File: src/assert_macros.svh
// Assertion helpers shared by the RTL.
`ifndef ASSERT_MACROS_SVH
`define ASSERT_MACROS_SVH

// Clocked check on clk, off while rst_n is low.
`define ASSERT_CLK(name, prop, msg) \
    name: assert property (@(posedge clk) disable iff (!rst_n) prop) else $error(msg);

// Clocked check that also runs through reset.
`define ASSERT_ALWAYS(name, prop, msg) \
    name: assert property (@(posedge clk) prop) else $error(msg);

`endif

File: src/tmn_pkg.sv
`default_nettype none

package tmn_pkg;

    localparam int ID_W             = 8;
    localparam int OP_W             = 2;
    localparam int KIND_W           = 2;
    localparam int CFG_IDX_W        = 2;
    localparam int QUEUE_DEPTH_DEF  = 8;
    localparam int CMD_DEPTH        = 2;
    localparam int OUT_DEPTH        = 4;

    typedef enum logic [OP_W-1:0] {
        OP_WISH    = 2'd0,
        OP_REQUEST = 2'd1,
        OP_TOKEN   = 2'd2,
        OP_EXIT    = 2'd3
    } op_t;

    typedef enum logic [KIND_W-1:0] {
        KIND_TOKEN    = 2'd0,
        KIND_REQUEST  = 2'd1,
        KIND_ENTER    = 2'd2,
        KIND_OVERFLOW = 2'd3
    } kind_t;

    typedef enum logic [CFG_IDX_W-1:0] {
        REG_NODE_ID        = 2'd0,
        REG_INITIAL_HOLDER = 2'd1
    } cfg_reg_t;

    typedef enum logic [1:0] {
        EV_PUSH  = 2'd0,
        EV_TOKEN = 2'd1,
        EV_EXIT  = 2'd2
    } ev_kind_t;

    typedef enum logic {
        BK_FETCH   = 1'b0,
        BK_RESOLVE = 1'b1
    } bk_state_t;

    typedef struct packed {
        ev_kind_t        kind;
        logic [ID_W-1:0] who;
    } ev_t;

    typedef struct packed {
        kind_t           kind;
        logic [ID_W-1:0] dest;
        logic            last;
    } res_t;

endpackage

`default_nettype wire

File: src/tmn_front.sv
`default_nettype none

module tmn_front (
    input  wire logic                       clk,
    input  wire logic                       rst_n,
    input  wire logic                       s_axis_tvalid,
    output logic                            s_axis_tready,
    input  wire logic [tmn_pkg::ID_W-1:0]   s_axis_tdata,
    input  wire logic [tmn_pkg::OP_W-1:0]   s_axis_tuser,
    input  wire logic [tmn_pkg::ID_W-1:0]   node_id,
    output logic                            ev_valid,
    input  wire logic                       ev_ready,
    output tmn_pkg::ev_t                    ev
);
    import tmn_pkg::*;

    localparam int PTR_W = $clog2(CMD_DEPTH);
    localparam int CNT_W = $clog2(CMD_DEPTH + 1);

    ev_t              q_reg [CMD_DEPTH];
    logic [PTR_W-1:0] wr_ptr_reg, wr_ptr_next;
    logic [PTR_W-1:0] rd_ptr_reg, rd_ptr_next;
    logic [CNT_W-1:0] cnt_reg, cnt_next;
    ev_t              ev_in;
    logic             push, pop;

    always_comb
    begin
        ev_in.who = s_axis_tdata;
        case (op_t'(s_axis_tuser))
            OP_WISH:
            begin
                ev_in.kind = EV_PUSH;
                ev_in.who  = node_id;
            end
            OP_REQUEST: ev_in.kind = EV_PUSH;
            OP_TOKEN:   ev_in.kind = EV_TOKEN;
            OP_EXIT:    ev_in.kind = EV_EXIT;
            default:    ev_in.kind = EV_EXIT;
        endcase
    end

    assign s_axis_tready = (cnt_reg != CNT_W'(CMD_DEPTH));
    assign ev_valid      = (cnt_reg != '0);
    assign ev            = q_reg[rd_ptr_reg];
    assign push          = s_axis_tvalid && s_axis_tready;
    assign pop           = ev_valid && ev_ready;

    always_comb
    begin
        wr_ptr_next = wr_ptr_reg;
        rd_ptr_next = rd_ptr_reg;
        cnt_next    = cnt_reg;
        if (push)
        begin
            wr_ptr_next = (wr_ptr_reg == PTR_W'(CMD_DEPTH - 1)) ? '0 : wr_ptr_reg + 1'b1;
        end
        if (pop)
        begin
            rd_ptr_next = (rd_ptr_reg == PTR_W'(CMD_DEPTH - 1)) ? '0 : rd_ptr_reg + 1'b1;
        end
        if (push && !pop)
        begin
            cnt_next = cnt_reg + 1'b1;
        end
        else if (pop && !push)
        begin
            cnt_next = cnt_reg - 1'b1;
        end
    end

    always_ff @(posedge clk or negedge rst_n)
    begin
        if (!rst_n)
        begin
            wr_ptr_reg <= '0;
            rd_ptr_reg <= '0;
            cnt_reg    <= '0;
        end
        else
        begin
            wr_ptr_reg <= wr_ptr_next;
            rd_ptr_reg <= rd_ptr_next;
            cnt_reg    <= cnt_next;
        end
    end

    always_ff @(posedge clk)
    begin
        if (push)
        begin
            q_reg[wr_ptr_reg] <= ev_in;
        end
    end

endmodule

`default_nettype wire

File: src/tmn_back.sv
`default_nettype none

module tmn_back #(
    parameter int QUEUE_DEPTH = tmn_pkg::QUEUE_DEPTH_DEF
) (
    input  wire logic                           clk,
    input  wire logic                           rst_n,
    input  wire logic                           cfg_valid,
    input  wire logic [tmn_pkg::CFG_IDX_W-1:0]  cfg_index,
    input  wire logic [tmn_pkg::ID_W-1:0]       cfg_data,
    output logic [tmn_pkg::ID_W-1:0]            node_id,
    input  wire logic                           ev_valid,
    output logic                                ev_ready,
    input  wire tmn_pkg::ev_t                   ev,
    input  wire logic                           room2,
    output logic [1:0]                          res_v,
    output tmn_pkg::res_t                       res0,
    output tmn_pkg::res_t                       res1
);
    import tmn_pkg::*;

    localparam int PTR_W = $clog2(QUEUE_DEPTH);
    localparam int CNT_W = $clog2(QUEUE_DEPTH + 1);
    localparam int SUM_W = CNT_W + 1;

    bk_state_t        state_reg, state_next;
    logic [ID_W-1:0]  node_id_reg, node_id_next;
    logic [ID_W-1:0]  holder_reg, holder_next;
    logic             in_use_reg, in_use_next;
    logic             asked_reg, asked_next;
    logic [PTR_W-1:0] head_reg, head_next;
    logic [CNT_W-1:0] count_reg, count_next;
    logic             ovf_reg, ovf_next;
    logic [ID_W-1:0]  ovf_id_reg, ovf_id_next;

    logic [ID_W-1:0]  req_mem [QUEUE_DEPTH];
    logic [ID_W-1:0]  rd_reg;
    logic [ID_W-1:0]  wd_reg;
    logic             byp_reg;

    logic             fetch;
    logic             mem_we;
    logic [SUM_W-1:0] tail_sum;
    logic [SUM_W-1:0] tail_wrap;
    logic [PTR_W-1:0] wr_addr;
    logic [ID_W-1:0]  head_val;
    logic             priv;
    logic             req;
    logic [ID_W-1:0]  holder_p;
    logic [CNT_W-1:0] count_p;

    assign node_id  = node_id_reg;
    assign fetch    = (state_reg == BK_FETCH) && ev_valid && room2;
    assign ev_ready = fetch;

    assign tail_sum  = SUM_W'(head_reg) + SUM_W'(count_reg);
    assign tail_wrap = (tail_sum >= SUM_W'(QUEUE_DEPTH)) ? tail_sum - SUM_W'(QUEUE_DEPTH)
                                                        : tail_sum;
    assign wr_addr   = tail_wrap[PTR_W-1:0];
    assign mem_we    = fetch && (ev.kind == EV_PUSH) && (count_reg != CNT_W'(QUEUE_DEPTH));
    assign head_val  = byp_reg ? wd_reg : rd_reg;

    // privilege then request, on state left by the fetch cycle
    assign priv     = (holder_reg == node_id_reg) && !in_use_reg && (count_reg != '0);
    assign holder_p = priv ? head_val : holder_reg;
    assign count_p  = priv ? count_reg - 1'b1 : count_reg;
    assign req      = (holder_p != node_id_reg) && (count_p != '0) && (priv || !asked_reg);

    always_comb
    begin
        state_next = state_reg;
        case (state_reg)
            BK_FETCH:
            begin
                if (fetch)
                begin
                    state_next = BK_RESOLVE;
                end
            end
            BK_RESOLVE: state_next = BK_FETCH;
            default:    state_next = BK_FETCH;
        endcase
    end

    always_comb
    begin
        node_id_next = node_id_reg;
        holder_next  = holder_reg;
        in_use_next  = in_use_reg;
        asked_next   = asked_reg;
        head_next    = head_reg;
        count_next   = count_reg;
        ovf_next     = ovf_reg;
        ovf_id_next  = ovf_id_reg;
        res_v        = 2'b00;
        res0         = '{kind: KIND_TOKEN, dest: holder_p, last: 1'b1};
        res1         = '{kind: KIND_REQUEST, dest: holder_p, last: 1'b1};

        case (state_reg)
            BK_FETCH:
            begin
                if (fetch)
                begin
                    ovf_next    = 1'b0;
                    ovf_id_next = ev.who;
                    case (ev.kind)
                        EV_PUSH:
                        begin
                            if (mem_we)
                            begin
                                count_next = count_reg + 1'b1;
                            end
                            else
                            begin
                                ovf_next = 1'b1;
                            end
                        end
                        EV_TOKEN: holder_next = node_id_reg;
                        EV_EXIT:  in_use_next = 1'b0;
                        default:  in_use_next = in_use_reg;
                    endcase
                end
            end
            BK_RESOLVE:
            begin
                if (ovf_reg)
                begin
                    res_v = 2'b01;
                    res0  = '{kind: KIND_OVERFLOW, dest: ovf_id_reg, last: 1'b1};
                end
                else
                begin
                    holder_next = holder_p;
                    count_next  = count_p;
                    if (priv)
                    begin
                        head_next  = (head_reg == PTR_W'(QUEUE_DEPTH - 1)) ? '0
                                                                           : head_reg + 1'b1;
                        asked_next = 1'b0;
                        res_v      = req ? 2'b11 : 2'b01;
                        res0.last  = !req;
                        if (head_val == node_id_reg)
                        begin
                            in_use_next = 1'b1;
                            res0.kind   = KIND_ENTER;
                            res0.dest   = node_id_reg;
                        end
                    end
                    else if (req)
                    begin
                        res_v     = 2'b01;
                        res0.kind = KIND_REQUEST;
                    end
                    if (req)
                    begin
                        asked_next = 1'b1;
                    end
                end
            end
            default:
            begin
                res_v = 2'b00;
            end
        endcase

        if (cfg_valid)
        begin
            if (cfg_index == REG_NODE_ID)
            begin
                node_id_next = cfg_data;
            end
            else if (cfg_index == REG_INITIAL_HOLDER)
            begin
                holder_next = cfg_data;
            end
        end
    end

    always_ff @(posedge clk or negedge rst_n)
    begin
        if (!rst_n)
        begin
            state_reg   <= BK_FETCH;
            node_id_reg <= '0;
            holder_reg  <= '0;
            in_use_reg  <= 1'b0;
            asked_reg   <= 1'b0;
            head_reg    <= '0;
            count_reg   <= '0;
            ovf_reg     <= 1'b0;
        end
        else
        begin
            state_reg   <= state_next;
            node_id_reg <= node_id_next;
            holder_reg  <= holder_next;
            in_use_reg  <= in_use_next;
            asked_reg   <= asked_next;
            head_reg    <= head_next;
            count_reg   <= count_next;
            ovf_reg     <= ovf_next;
        end
    end

    // queue store; a push to the head address is forwarded
    always_ff @(posedge clk)
    begin
        if (mem_we)
        begin
            req_mem[wr_addr] <= ev.who;
        end
        rd_reg     <= req_mem[head_reg];
        wd_reg     <= ev.who;
        byp_reg    <= mem_we && (wr_addr == head_reg);
        ovf_id_reg <= ovf_id_next;
    end

endmodule

`default_nettype wire

File: src/tmn_out_buf.sv
`default_nettype none

module tmn_out_buf (
    input  wire logic                       clk,
    input  wire logic                       rst_n,
    input  wire logic [1:0]                 res_v,
    input  wire tmn_pkg::res_t              res0,
    input  wire tmn_pkg::res_t              res1,
    output logic                            room2,
    output logic                            m_axis_tvalid,
    input  wire logic                       m_axis_tready,
    output logic [tmn_pkg::ID_W-1:0]        m_axis_tdata,
    output logic [tmn_pkg::KIND_W-1:0]      m_axis_tuser,
    output logic                            m_axis_tlast
);
    import tmn_pkg::*;

    localparam int PTR_W = $clog2(OUT_DEPTH);
    localparam int CNT_W = $clog2(OUT_DEPTH + 1);

    res_t             q_reg [OUT_DEPTH];
    logic [PTR_W-1:0] wr_ptr_reg, wr_ptr_next;
    logic [PTR_W-1:0] rd_ptr_reg, rd_ptr_next;
    logic [CNT_W-1:0] cnt_reg, cnt_next;
    logic [PTR_W-1:0] wr_ptr_1;
    logic [CNT_W-1:0] n_in;
    logic             pop;
    res_t             head;

    assign head          = q_reg[rd_ptr_reg];
    assign m_axis_tvalid = (cnt_reg != '0);
    assign m_axis_tdata  = head.dest;
    assign m_axis_tuser  = head.kind;
    assign m_axis_tlast  = head.last;
    assign room2         = (cnt_reg <= CNT_W'(OUT_DEPTH - 2));
    assign pop           = m_axis_tvalid && m_axis_tready;
    assign wr_ptr_1      = wr_ptr_reg + 1'b1;
    assign n_in          = CNT_W'(res_v[0]) + CNT_W'(res_v[1]);

    always_comb
    begin
        wr_ptr_next = wr_ptr_reg + PTR_W'(n_in);
        rd_ptr_next = pop ? rd_ptr_reg + 1'b1 : rd_ptr_reg;
        cnt_next    = cnt_reg + n_in - CNT_W'(pop);
    end

    always_ff @(posedge clk or negedge rst_n)
    begin
        if (!rst_n)
        begin
            wr_ptr_reg <= '0;
            rd_ptr_reg <= '0;
            cnt_reg    <= '0;
        end
        else
        begin
            wr_ptr_reg <= wr_ptr_next;
            rd_ptr_reg <= rd_ptr_next;
            cnt_reg    <= cnt_next;
        end
    end

    always_ff @(posedge clk)
    begin
        if (res_v[0])
        begin
            q_reg[wr_ptr_reg] <= res0;
        end
        if (res_v[1])
        begin
            q_reg[wr_ptr_1] <= res1;
        end
    end

endmodule

`default_nettype wire

File: src/token_tree_mutex_node_top.sv
// Channel   | Dir | Handshake               | Item
// s_axis    | in  | s_axis_tvalid / tready  | event: tuser opcode, tdata sender_id
// m_axis    | out | m_axis_tvalid / tready  | message: tuser kind, tdata dest_id, tlast
// cfg       | in  | cfg_valid / cfg_ready   | cfg_index register, cfg_data value
//
// The executing stage handles each event in a fetch state (state update with
// queue read), then a resolve state (grant and request), so it takes no new
// event until the last one is resolved; a two-entry event queue and a
// four-entry result queue decouple the ports. Each event gives zero, one or two messages, the last one tagged.
// Reset clears all control state; the request queue needs no clearing pass.
`default_nettype none
`include "assert_macros.svh"

module token_tree_mutex_node_top #(
    parameter int QUEUE_DEPTH = tmn_pkg::QUEUE_DEPTH_DEF
) (
    input  wire logic                           clk,
    input  wire logic                           rst_n,
    input  wire logic                           s_axis_tvalid,
    output logic                                s_axis_tready,
    input  wire logic [tmn_pkg::ID_W-1:0]       s_axis_tdata,   // sender_id
    input  wire logic [tmn_pkg::OP_W-1:0]       s_axis_tuser,   // opcode
    output logic                                m_axis_tvalid,
    input  wire logic                           m_axis_tready,
    output logic [tmn_pkg::ID_W-1:0]            m_axis_tdata,   // dest_id
    output logic [tmn_pkg::KIND_W-1:0]          m_axis_tuser,   // kind
    output logic                                m_axis_tlast,
    input  wire logic                           cfg_valid,
    output logic                                cfg_ready,
    input  wire logic [tmn_pkg::CFG_IDX_W-1:0]  cfg_index,
    input  wire logic [tmn_pkg::ID_W-1:0]       cfg_data
);
    import tmn_pkg::*;

    logic            ev_valid;
    logic            ev_ready;
    ev_t             ev;
    logic [ID_W-1:0] node_id;
    logic            room2;
    logic [1:0]      res_v;
    res_t            res0;
    res_t            res1;

    assign cfg_ready = 1'b1;

    tmn_front u_front (
        .clk           (clk),
        .rst_n         (rst_n),
        .s_axis_tvalid (s_axis_tvalid),
        .s_axis_tready (s_axis_tready),
        .s_axis_tdata  (s_axis_tdata),
        .s_axis_tuser  (s_axis_tuser),
        .node_id       (node_id),
        .ev_valid      (ev_valid),
        .ev_ready      (ev_ready),
        .ev            (ev)
    );

    tmn_back #(
        .QUEUE_DEPTH (QUEUE_DEPTH)
    ) u_back (
        .clk       (clk),
        .rst_n     (rst_n),
        .cfg_valid (cfg_valid && cfg_ready),
        .cfg_index (cfg_index),
        .cfg_data  (cfg_data),
        .node_id   (node_id),
        .ev_valid  (ev_valid),
        .ev_ready  (ev_ready),
        .ev        (ev),
        .room2     (room2),
        .res_v     (res_v),
        .res0      (res0),
        .res1      (res1)
    );

    tmn_out_buf u_out_buf (
        .clk           (clk),
        .rst_n         (rst_n),
        .res_v         (res_v),
        .res0          (res0),
        .res1          (res1),
        .room2         (room2),
        .m_axis_tvalid (m_axis_tvalid),
        .m_axis_tready (m_axis_tready),
        .m_axis_tdata  (m_axis_tdata),
        .m_axis_tuser  (m_axis_tuser),
        .m_axis_tlast  (m_axis_tlast)
    );

    `ASSERT_CLK(a_second_needs_first, res_v[1] |-> res_v[0], "second result without first")
    `ASSERT_CLK(a_overflow_alone, (res_v[0] && res0.kind == KIND_OVERFLOW) |-> (res0.last && !res_v[1]), "overflow not alone")
    `ASSERT_CLK(a_fetch_spacing, (ev_valid && ev_ready) |=> !ev_ready, "back took two events in a row")
    `ASSERT_ALWAYS(a_no_result_in_reset, !rst_n |=> !m_axis_tvalid, "result shown in reset")

endmodule

`default_nettype wire

File: config.mk
export PLATFORM = sky130hd
export DESIGN_NAME = token_tree_mutex_node_top
export DESIGN_NICKNAME = d
export VERILOG_FILES = /design/src/tmn_pkg.sv /design/src/tmn_front.sv /design/src/tmn_back.sv /design/src/tmn_out_buf.sv /design/src/token_tree_mutex_node_top.sv
export VERILOG_INCLUDE_DIRS = /design/src /design/src/src
export SDC_FILE = /design/constraint.sdc
export NUM_CORES = 1
export LEC_CHECK = 0
export ABC_AREA = 0
export ABC_CLOCK_PERIOD_IN_PS = 5100
export BUFFER_PORTS_ARGS = -buffer_cell sky130_fd_sc_hd__buf_4
export CAP_MARGIN = 20
export CORE_MARGIN = 1.5
export CORE_UTILIZATION = 50
export DETAILED_ROUTE_END_ITERATION = 16
export GPL_ROUTABILITY_DRIVEN = 1
export HOLD_SLACK_MARGIN = 0.06
export PLACE_DENSITY = 0.65
export SYNTH_ARGS = -nofsm -noshare
export SYNTH_HDL_FRONTEND = slang
export SYNTH_SLANG_ARGS = --single-unit
File: constraint.sdc
create_clock -name clk -period 5.1 [get_ports clk]
set_input_delay 0.765 -clock clk [delete_from_list [all_inputs] [get_ports clk]]
set_output_delay 0.765 -clock clk [all_outputs]
set_load 0.02 [all_outputs]
After elaboration in Yosys (flattened, before gate mapping)
Memory sizes are Yosys's and may differ from the RTL's. A register that Yosys moved wholly into a read port is not among the register bits.
Index checks and enable logic that the tools add are counted.
Cells by class
  bitwise logic cells: 2
  add/subtract/negate cells: 15
  muxes and demuxes: 53
  order comparisons: 2
  reduce and logical (&&, ||, !) cells: 36
  equal/unequal tests: 20
Operators with widths (number)
  $mux W8: 9
  $mux W11: 2
  $mux W1: 21
  $mux W4: 5
  $eq A8 B8 Y1: 2
  $pmux W8 S2: 1
  $logic_and A1 B1 Y1: 14
  $mux W2: 7
  $ne A2 B2 Y1 const B: 6
  $mux W10: 1
  $mux W9: 1
  $ne A8 B8 Y1: 1
  $pmux W4 S2: 1
  $reduce_bool A4 Y1: 2
  $add A2 B1 Y2 const B: 3
  $eq A2 B1 Y1 const B: 3
  $eq A2 B2 Y1 const B: 3
  $logic_not A2 Y1: 3
  $mux W3: 2
  $pmux W2 S3: 1
  $reduce_and A3 Y1: 2
  $reduce_bool A2 Y1: 3
  $add A3 B4 Y5: 1
  $ge A5 B4 Y1 const B: 1
  24 further kinds: 33
Storage, ports and cells
  memories: 3
  flip-flop bits (word level): 55
  output and inout port bits: 14
  bits in writable memories: 128
  input port bits: 25
  word-level logic and storage cells: 148
Memories
  u_back.req_mem: depth 8, bits a word 8, rd ports 1, clocked after memory_dff 1, write ports 1, RTL line tmn_back.sv:36  | logic [ID_W-1:0] req_mem [QUEUE_DEPTH];
  u_out_buf.q_reg: depth 4, bits a word 11, rd ports 1, clocked after memory_dff 0, write ports 2, RTL line tmn_out_buf.sv:21  | res_t q_reg [OUT_DEPTH];
  u_front.q_reg: depth 2, bits a word 10, rd ports 1, clocked after memory_dff 0, write ports 1, RTL line tmn_front.sv:20  | ev_t q_reg [CMD_DEPTH];

Logic depth before layout (Yosys ltp)
Gate-level depths: netlist of the first run.
  depth after elaboration: 14
  mapped depth: 16
  mapped depth without buffers: 14

Modules after synthesis
Synthesis of the first run repeated with hierarchy kept, for this count alone.
Second synthesis, totals
  cell total of the unflattened synthesis: 590
  area total of the unflattened synthesis: 8926.1 µm²
By module, submodules not included
  tmn_back: sequential area each 3178.0 µm², area each 5149.9 µm², cells each 382, instances 1
  tmn_out_buf: sequential area each 1496.4 µm², area each 2718.9 µm², cells each 146, instances 1
  tmn_front: sequential area each 700.7 µm², area each 1046.0 µm², cells each 60, instances 1
  token_tree_mutex_node_top: sequential area each 0.0 µm², area each 11.3 µm², cells each 2, instances 1

Least setup slack after synthesis of the first run
Ideal clock, no wire load.
  path type: reg-to-reg
  from: register u_back.count_reg[0]
  to: register u_out_buf.cnt_reg[2]
  library setup time: 123 ps
  arrival time: 3595 ps
  clock period less this slack: 3718 ps
  setup slack: 1382 ps
  stages on the path, launching flop included: 17
  path buffers: 2
  data required time: 4977 ps
  cell sequence: dfrtp_1 > inv_1 > ha_1 > nor2b_1 > a2111oi_4 > nand4bb_1 > buf_2 > nand4b_4 > a211oi_4 > a31oi_2 > buf_2 > ha_1 > inv_1 > ha_1 > fa_1 > xor2_1 > xnor2_1
On the way
  word-level cells in the longest chain between the ends: 13
  elaborated cells on any way between the ends: 18
  those cells by class: add/sub (4); eq/ne (1); mux (7); reduce/logical (6)
Ends and longest elaborated chain
  start: declaration: RTL line tmn_back.sv:32  | logic [CNT_W-1:0] count_reg, count_next;
  start signal: assignment: RTL line tmn_back.sv:200  | count_reg <= count_next;
  parallel branches: the longest is 7 deep, another holds $sub A4 B1 Y4
  $mux W2 (*): RTL line tmn_back.sv:135  | if (priv)
  $mux W2 (*): RTL line tmn_back.sv:126  | if (ovf_reg)
  $mux W2 (*): RTL line tmn_back.sv:99  | case (state_reg)
  $add A1 B1 Y2 (*): RTL line tmn_out_buf.sv:38  | assign n_in = CNT_W'(res_v[0]) + CNT_W'(res_v[1]);
  $add A3 B3 Y3 (*): RTL line tmn_out_buf.sv:44  | cnt_next = cnt_reg + n_in - CNT_W'(pop);
  $sub A3 B1 Y3 (*): RTL line tmn_out_buf.sv:44
  via u_out_buf.cnt_next[2]: RTL line tmn_out_buf.sv:24  | logic [CNT_W-1:0] cnt_reg, cnt_next;
  end signal: assignment: RTL line tmn_out_buf.sv:59  | cnt_reg <= cnt_next;
  end: declaration: RTL line tmn_out_buf.sv:24
Mark *: on every way through the listed nets, which the timed path passes.
A chain may end at the register's enable or synchronous reset.

Worst setup path in the final report of the first run
Ends and elaborated chain as after synthesis.

==> results_dict.tcl, run 1 <==
set metrics [dict create \
    status "complete, no violations" \
    ys_seq_elements 191 \
    worstPathRequired_ns 5.42 \
    gr-total-overflow 0 \
    final_util_pct 57.5 \
    antennaDiodeCount 0 \
    grt_use_met3_pct 3.80 \
    cts_sinks 191 \
    synthFlopType "edfxtp_1" \
    met2_usage_pct 35.2 \
    drc 0 \
    rows 48 \
    fin_skew_ns 0.00737 \
    die_h_um 136 \
    dr_total_vias 5314 \
    synth_edf_count 124 \
    yosysSeqAreaShare_pct 59.5 \
    synth_top_area_cell "edfxtp_1" \
    grt_pass1_wl_um 30000 \
    r2r_slack_ns 0.90 \
    power_density_nw_per_um2 549 \
    min_period_ns 4.20 \
    worst_hold_slack_ns 0.286 \
    avgRoutedWirePerCell_um 20.7 \
    grtUsageMet1_pct 29.7 \
    grt_pass1_vias 5357 \
    drive_gt1_share_pct 24.3 \
    pre_cts_ws_ns 0.926 \
    viasPerCell 5.88 \
    syn_area_sq_um 8820 \
    max_freq_mhz 238 \
    synth_cells 633 \
    port_buffers 37 \
    postSynth.asyncResetShare_pct 19.9 \
    synth_area_per_cell_sq_um 13.9 \
    r2r-start "u_back.count_reg[0]$_DFFE_PN0P_" \
    tns_ns 0 \
    startpoint "u_back.count_reg[0]$_DFFE_PN0P_" \
    cap_violations 0 \
    core-area_sq_um 17300 \
    largest_reg_flops 64 \
    antenna_found_initial 0 \
    dp_cells 871 \
    hold_viol 0 \
    drt-total-wl_um 18600 \
    initial_core_util_pct 51.0 \
    grt_usage_pct 21.8 \
    fin_crit_sh_pct 82.3 \
    max_slew_margin_pct 40.3 \
    arrival_ns 4.51 \
    fin_cells 903 \
    clk_pin_slew_worst_paths_ns 0.07 \
    power.total_mw 5.45 \
    cts_resized 0 \
    synth_warnings 0 \
    placed_area_sq_um 9290 \
    p_leak_nw 3.68 \
    drt_iter0_markers 359 \
    h-tree-depth 4 \
    worst-setup-path-type "reg2reg" \
    cts_buffer_depth 2 \
    yosys-top-cells-area "edfxtp_1, dfrtp_1, mux4_2" \
    worst_slew_pin_slew_ns 0.895 \
    dr.pass1.iters 5 \
    rsz0062_at_grt "false" \
    cts_setup_buffers 0 \
    die-area_sq_um 18500 \
    nets 703 \
    num_io_pins 39 \
    worst_ir_drop_vdd_uv 314 \
    ys_types 64 \
    area_delta_synth_final_pct 12.7 \
    place.gp.congestion 0.861 \
    yosys.area.top_type_share_pct 42.2 \
    busiest_layer "met2" \
    r2r-end "u_out_buf.cnt_reg[2]$_DFF_PN0_" \
    numCtsBuffers 17 \
    clockRootBuffer "clkbuf_16" \
    synth_fp_nets 671 \
    ant_nets 0 \
    hpwl_um 13300 \
    hold_buffers 0 \
    finalInstanceArea_sq_um 9940 \
    report.final.slew_viol_count 0 \
    fin_ws_ns 0.903 \
    startpoint_type "flip-flop" \
    reg2regPathDepth 16 \
    worstSetupEndpointType "flip-flop" \
    cp_max_fo 15 \
    worstSkewPairLatency_ns 0.43 \
    setup_viol 0 \
    cts_tree "yes" \
    grt_max_degree 39 \
    die-width_um 136 \
    holdCritPathClass "in2async" \
]
[how the worst max path moves through the flow]
stage                                                end  slack (ns)  depth (start not counted)
final                     u_out_buf.cnt_reg[2]$_DFF_PN0_        0.90                         16
after global routing      u_out_buf.cnt_reg[2]$_DFF_PN0_        0.65                         16
after CTS                 u_out_buf.cnt_reg[2]$_DFF_PN0_        0.91                         16
after detailed placement  u_out_buf.cnt_reg[2]$_DFF_PN0_        0.93                         16
after global placement    u_out_buf.cnt_reg[2]$_DFF_PN0_        1.09                         16
after floorplan           u_out_buf.cnt_reg[2]$_DFF_PN0_        1.38                         16
[area by class of cell]
class,count,area (sq um)
sequential,191,5260
fill,1367,7350
clock buffer,17,425
multi-input combinational,383,3310
inverter,25,93.8
tap,225,282
clock inverter,15,223
timing repair buffer,47,353
[worst max-delay path, cell delays in order, from the launching register on]
cell,delay [ns]
dfrtp_1,0.45
inv_1,0.13
ha_1,0.24
nor2b_1,0.20
a2111oi_4,0.39
nand4bb_1,0.26
buf_4,0.28
o22ai_1,0.28
a211oi_4,0.09
a211oi_2,0.23
buf_4,0.24
ha_1,0.21
inv_1,0.05
ha_1,0.29
fa_1,0.44
xor2_1,0.16
xnor2_1,0.12
[report_power, final]
part	leakage, nW	internal (mW)	switching [mW]	total (mW)
combinational	1.52	0.724	0.944	1.67
sequential	1.85	2.02	0.320	2.34
clock	0.311	0.838	0.603	1.44
[synth_stat cells, types with 6 or more instances]
library cell / number
mux4_2: 27
xnor2_1: 19
o2bb2ai_1: 32
nor3_1: 6
dfxtp_1: 29
and2_1: 7
dfrtp_1: 38
mux2_2: 46
nand3_1: 8
nand2b_1: 6
inv_1: 25
o21ai_0: 11
nor2_1: 48
buf_1: 6
edfxtp_1: 124
ha_1: 11
a21oi_1: 23
xor2_1: 15
a221oi_1: 9
mux2i_1: 11
buf_2: 9
clkbuf_1: 15
nand2_1: 29
o21ai_1: 10
[kinds of logic after synthesis]
| kind of cell | synth area share [%] |
|---|---|
| AOI/OAI and AO/OA | 10.4 |
| xor gates and xnor gates | 3.37 |
| adders and majority gates | 2.01 |
| buffers and inverters | 2.93 |
| DFF | 59.5 |
| muxes | 14.2 |
| other | 0.0425 |
| and+or+nand+nor | 7.51 |
[layer usage]
layer / vias up / part of all wire [%]
li1: 2458 / -
met3: 24 / 4.3
met4: 0 / 2.0
met2: 159 / 50
met1: 2673 / 44
met5: - / 0
[cell usage in the layout, fill, tap and decap left out, drive strengths merged, types with 12 or more instances in the layout]
| master | n |
|---|---|
| clkbuf | 17 |
| edfxtp | 124 |
| dfxtp | 29 |
| nand2 | 31 |
| mux4 | 27 |
| xnor2 | 19 |
| mux2 | 46 |
| a21oi | 23 |
| mux2i | 12 |
| xor2 | 15 |
| o2bb2ai | 32 |
| buf | 47 |
| nor2 | 49 |
| dfrtp | 38 |
| inv | 31 |
| o21ai | 21 |
No activity file was read; power rests on OpenSTA's default activity.
==> inputs of run 2 (changes only) <==
--- a/config.mk
+++ b/config.mk
@@ -7,7 +7,7 @@
 export NUM_CORES = 1
 export LEC_CHECK = 0
 export ABC_AREA = 0
-export ABC_CLOCK_PERIOD_IN_PS = 5100
+export ABC_CLOCK_PERIOD_IN_PS = 3900
 export BUFFER_PORTS_ARGS = -buffer_cell sky130_fd_sc_hd__buf_4
 export CAP_MARGIN = 20
 export CORE_MARGIN = 1.5
==> constraint.sdc (replaced) <==
create_clock -name clk -period 3.9 [get_ports clk]
set_input_delay 0.585 -clock clk [delete_from_list [all_inputs] [get_ports clk]]
set_output_delay 0.585 -clock clk [all_outputs]
set_load 0.02 [all_outputs]
==> results_dict.tcl, run 2 (synthesized netlist as in run 1, its figures left out) <==
set metrics [dict create \
    status "complete, no violations" \
    hold_viol 0 \
    setup_viol 0 \
    nets 728 \
    multiInputGateArea_sq_um 3310 \
    rows 48 \
    grt_pass1_wl_um 30800 \
    hpwl_um 13900 \
    fillCellCount 1339 \
    startpoint "u_back.count_reg[0]$_DFFE_PN0P_" \
    path_buf_inv 3 \
    r2r_slack_ns 0.13 \
    drt-total-wl_um 19200 \
    cap_violations 0 \
    drt_iter0_markers 276 \
    power.total_mw 7.05 \
    clk_pin_slew_worst_paths_ns 0.07 \
    reg2regPathDepth 15 \
    dr_total_vias 5454 \
    worstSkewPairLatency_ns 0.44 \
    grt_usage_pct 22.5 \
    min_period_ns 3.77 \
    worst_slew_pin_slew_ns 0.932 \
    final_cell_mix "edfxtp_1, buf_4, nor2_1" \
    arrival_ns 4.09 \
    worst-setup-path-type "reg2reg" \
    worst_ir_drop_vdd_uv 364 \
    worstSetupEndpointType "flip-flop" \
    h-tree-depth 4 \
    cts_buffer_depth 2 \
    cp-endpoint "u_out_buf.cnt_reg[2]$_DFF_PN0_" \
    regArea_sq_um 5260 \
    antenna_found_initial 0 \
    critPathSlowestCell "fa_1" \
    drive_gt1_share_pct 27.0 \
    max_slew_margin_pct 37.9 \
    fin_crit_sh_pct 96.8 \
    worstPathRequired_ns 4.22 \
    fin_skew_ns 0.00914 \
    ant_nets 0 \
    layout_commonest_cell "edfxtp_1" \
    cpPeakStageDelay_ns 0.43 \
    area_delta_synth_final_pct 14.1 \
    clockRootBuffer "clkbuf_16" \
    die_h_um 136 \
    hold_buffers 0 \
    rsz0062_at_grt "false" \
    path_cells "inv_1, ha_1, nor2b_1, a2111oi_4, nand4bb_1, buf_4, nand4b_4, a211oi_4, a31oi_2, ha_1, inv_1, ha_1, fa_1, xor2_1, xnor2_1" \
    grt_max_degree 39 \
    tns_ns 0 \
    cp_top_family "adder cells" \
    die-area_sq_um 18500 \
    place.gp.congestion 0.912 \
    dr.pass1.iters 5 \
    cp_common_cell "ha_1" \
    drc 0 \
    cts_sinks 191 \
    grt_pass1_vias 5599 \
    antennaDiodeCount 0 \
    cp.depth 15 \
    cp_max_fo 12 \
    numCtsBuffers 17 \
    cts_setup_buffers 0 \
    holdCritPathClass "in2async" \
    p_leak_nw 3.78 \
    avgRoutedWirePerCell_um 20.7 \
    viasPerCell 5.88 \
    power_density_nw_per_um2 701 \
    r2r-end "u_out_buf.cnt_reg[2]$_DFF_PN0_" \
    die-width_um 136 \
    num_io_pins 39 \
    initial_core_util_pct 51.0 \
    cts_resized 0 \
    port_buffers 37 \
    core-area_sq_um 17300 \
    gr-total-overflow 0 \
    r2r-start "u_back.count_reg[0]$_DFFE_PN0P_" \
    largest_reg_flops 64 \
    cts_tree "yes" \
    startpoint_type "flip-flop" \
    report.final.slew_viol_count 0 \
    max_freq_mhz 265 \
]
==> run 2: changes by cell type in the layout (fill, tap and decap cells not counted), sizes merged <==
cell and change:
clkinv +1, clkbuf +2, clkinvlp -2, buf +25
inv +3, bufinv -4
==> run 2: layout make-up <==
cell class	instances	share of cell area (%)
flip-flops and latches	191	52.2
multi-input cells	383	32.9
repair buffers	72	5.37
clock buffers	19	4.50
well taps	225	2.80
clock inverters	13	1.34
inverters	25	0.932
==> run 2: worst register-to-register path, stage by stage (launching register included) <==
cell and delay, ns:
dfrtp_1 0.36, inv_1 0.08, ha_1 0.23, nor2b_1 0.17, a2111oi_4 0.40, nand4bb_1 0.18, buf_4 0.24, nand4b_4 0.20
a211oi_4 0.34, a31oi_2 0.16, ha_1 0.27, inv_1 0.07, ha_1 0.24, fa_1 0.43, xor2_1 0.16, xnor2_1 0.12
==> run 2: stage by stage <==
step,cell area (sq um),setup WS [ns],hold WS (ns),std cells,utilization [%]
2_1_floorplan,8820,0.182,0.289,633,-
3_3_place_gp,9480,0.298,0.451,896,54.8
3_5_place_dp,9480,0.171,0.459,896,54.8
4_1_cts,10100,0.153,0.134,928,58.2
5_1_grt,10100,0.00132,0.149,928,58.2
6_report,10100,0.126,0.117,928,58.2
==> run 2: how the worst min path moves through the flow <==
| stage | depth (start not counted) | from | end |
|---|---|---|---|
| after floorplan | 0 | rst_n | u_back.asked_reg$_DFFE_PN0P_ |
| after global placement | 2 | u_out_buf.q_reg[3][0]$_SDFFE_PP1N_ | u_out_buf.q_reg[3][0]$_SDFFE_PP1N_ |
| after detailed placement | 2 | u_out_buf.q_reg[3][0]$_SDFFE_PP1N_ | u_out_buf.q_reg[3][0]$_SDFFE_PP1N_ |
| after CTS | 1 | rst_n | u_out_buf.rd_ptr_reg[1]$_DFFE_PN0P_ |
| after global routing | 1 | rst_n | u_out_buf.rd_ptr_reg[1]$_DFFE_PN0P_ |
| final | 1 | rst_n | u_out_buf.rd_ptr_reg[1]$_DFFE_PN0P_ |
==> run 2: layer usage <==
metal | GRT usage [%] | share of wire [%] | up-vias
met5 | 0 | 0 | -
met4 | 9.34 | 2.8 | 0
li1 | - | - | 2517
met3 | 3.62 | 4.1 | 37
met2 | 36.9 | 50 | 138
met1 | 30.0 | 43 | 2762
==> run 2: power by group <==
| group | leakage [nW] | switching, mW | internal (mW) | total (mW) |
|---|---|---|---|---|
| logic | 1.65 | 1.31 | 1.01 | 2.32 |
| registers | 1.85 | 0.367 | 2.65 | 3.01 |
| clock network | 0.293 | 0.829 | 0.889 | 1.72 |
| total | 3.78 | 2.51 | 4.55 | 7.05 |
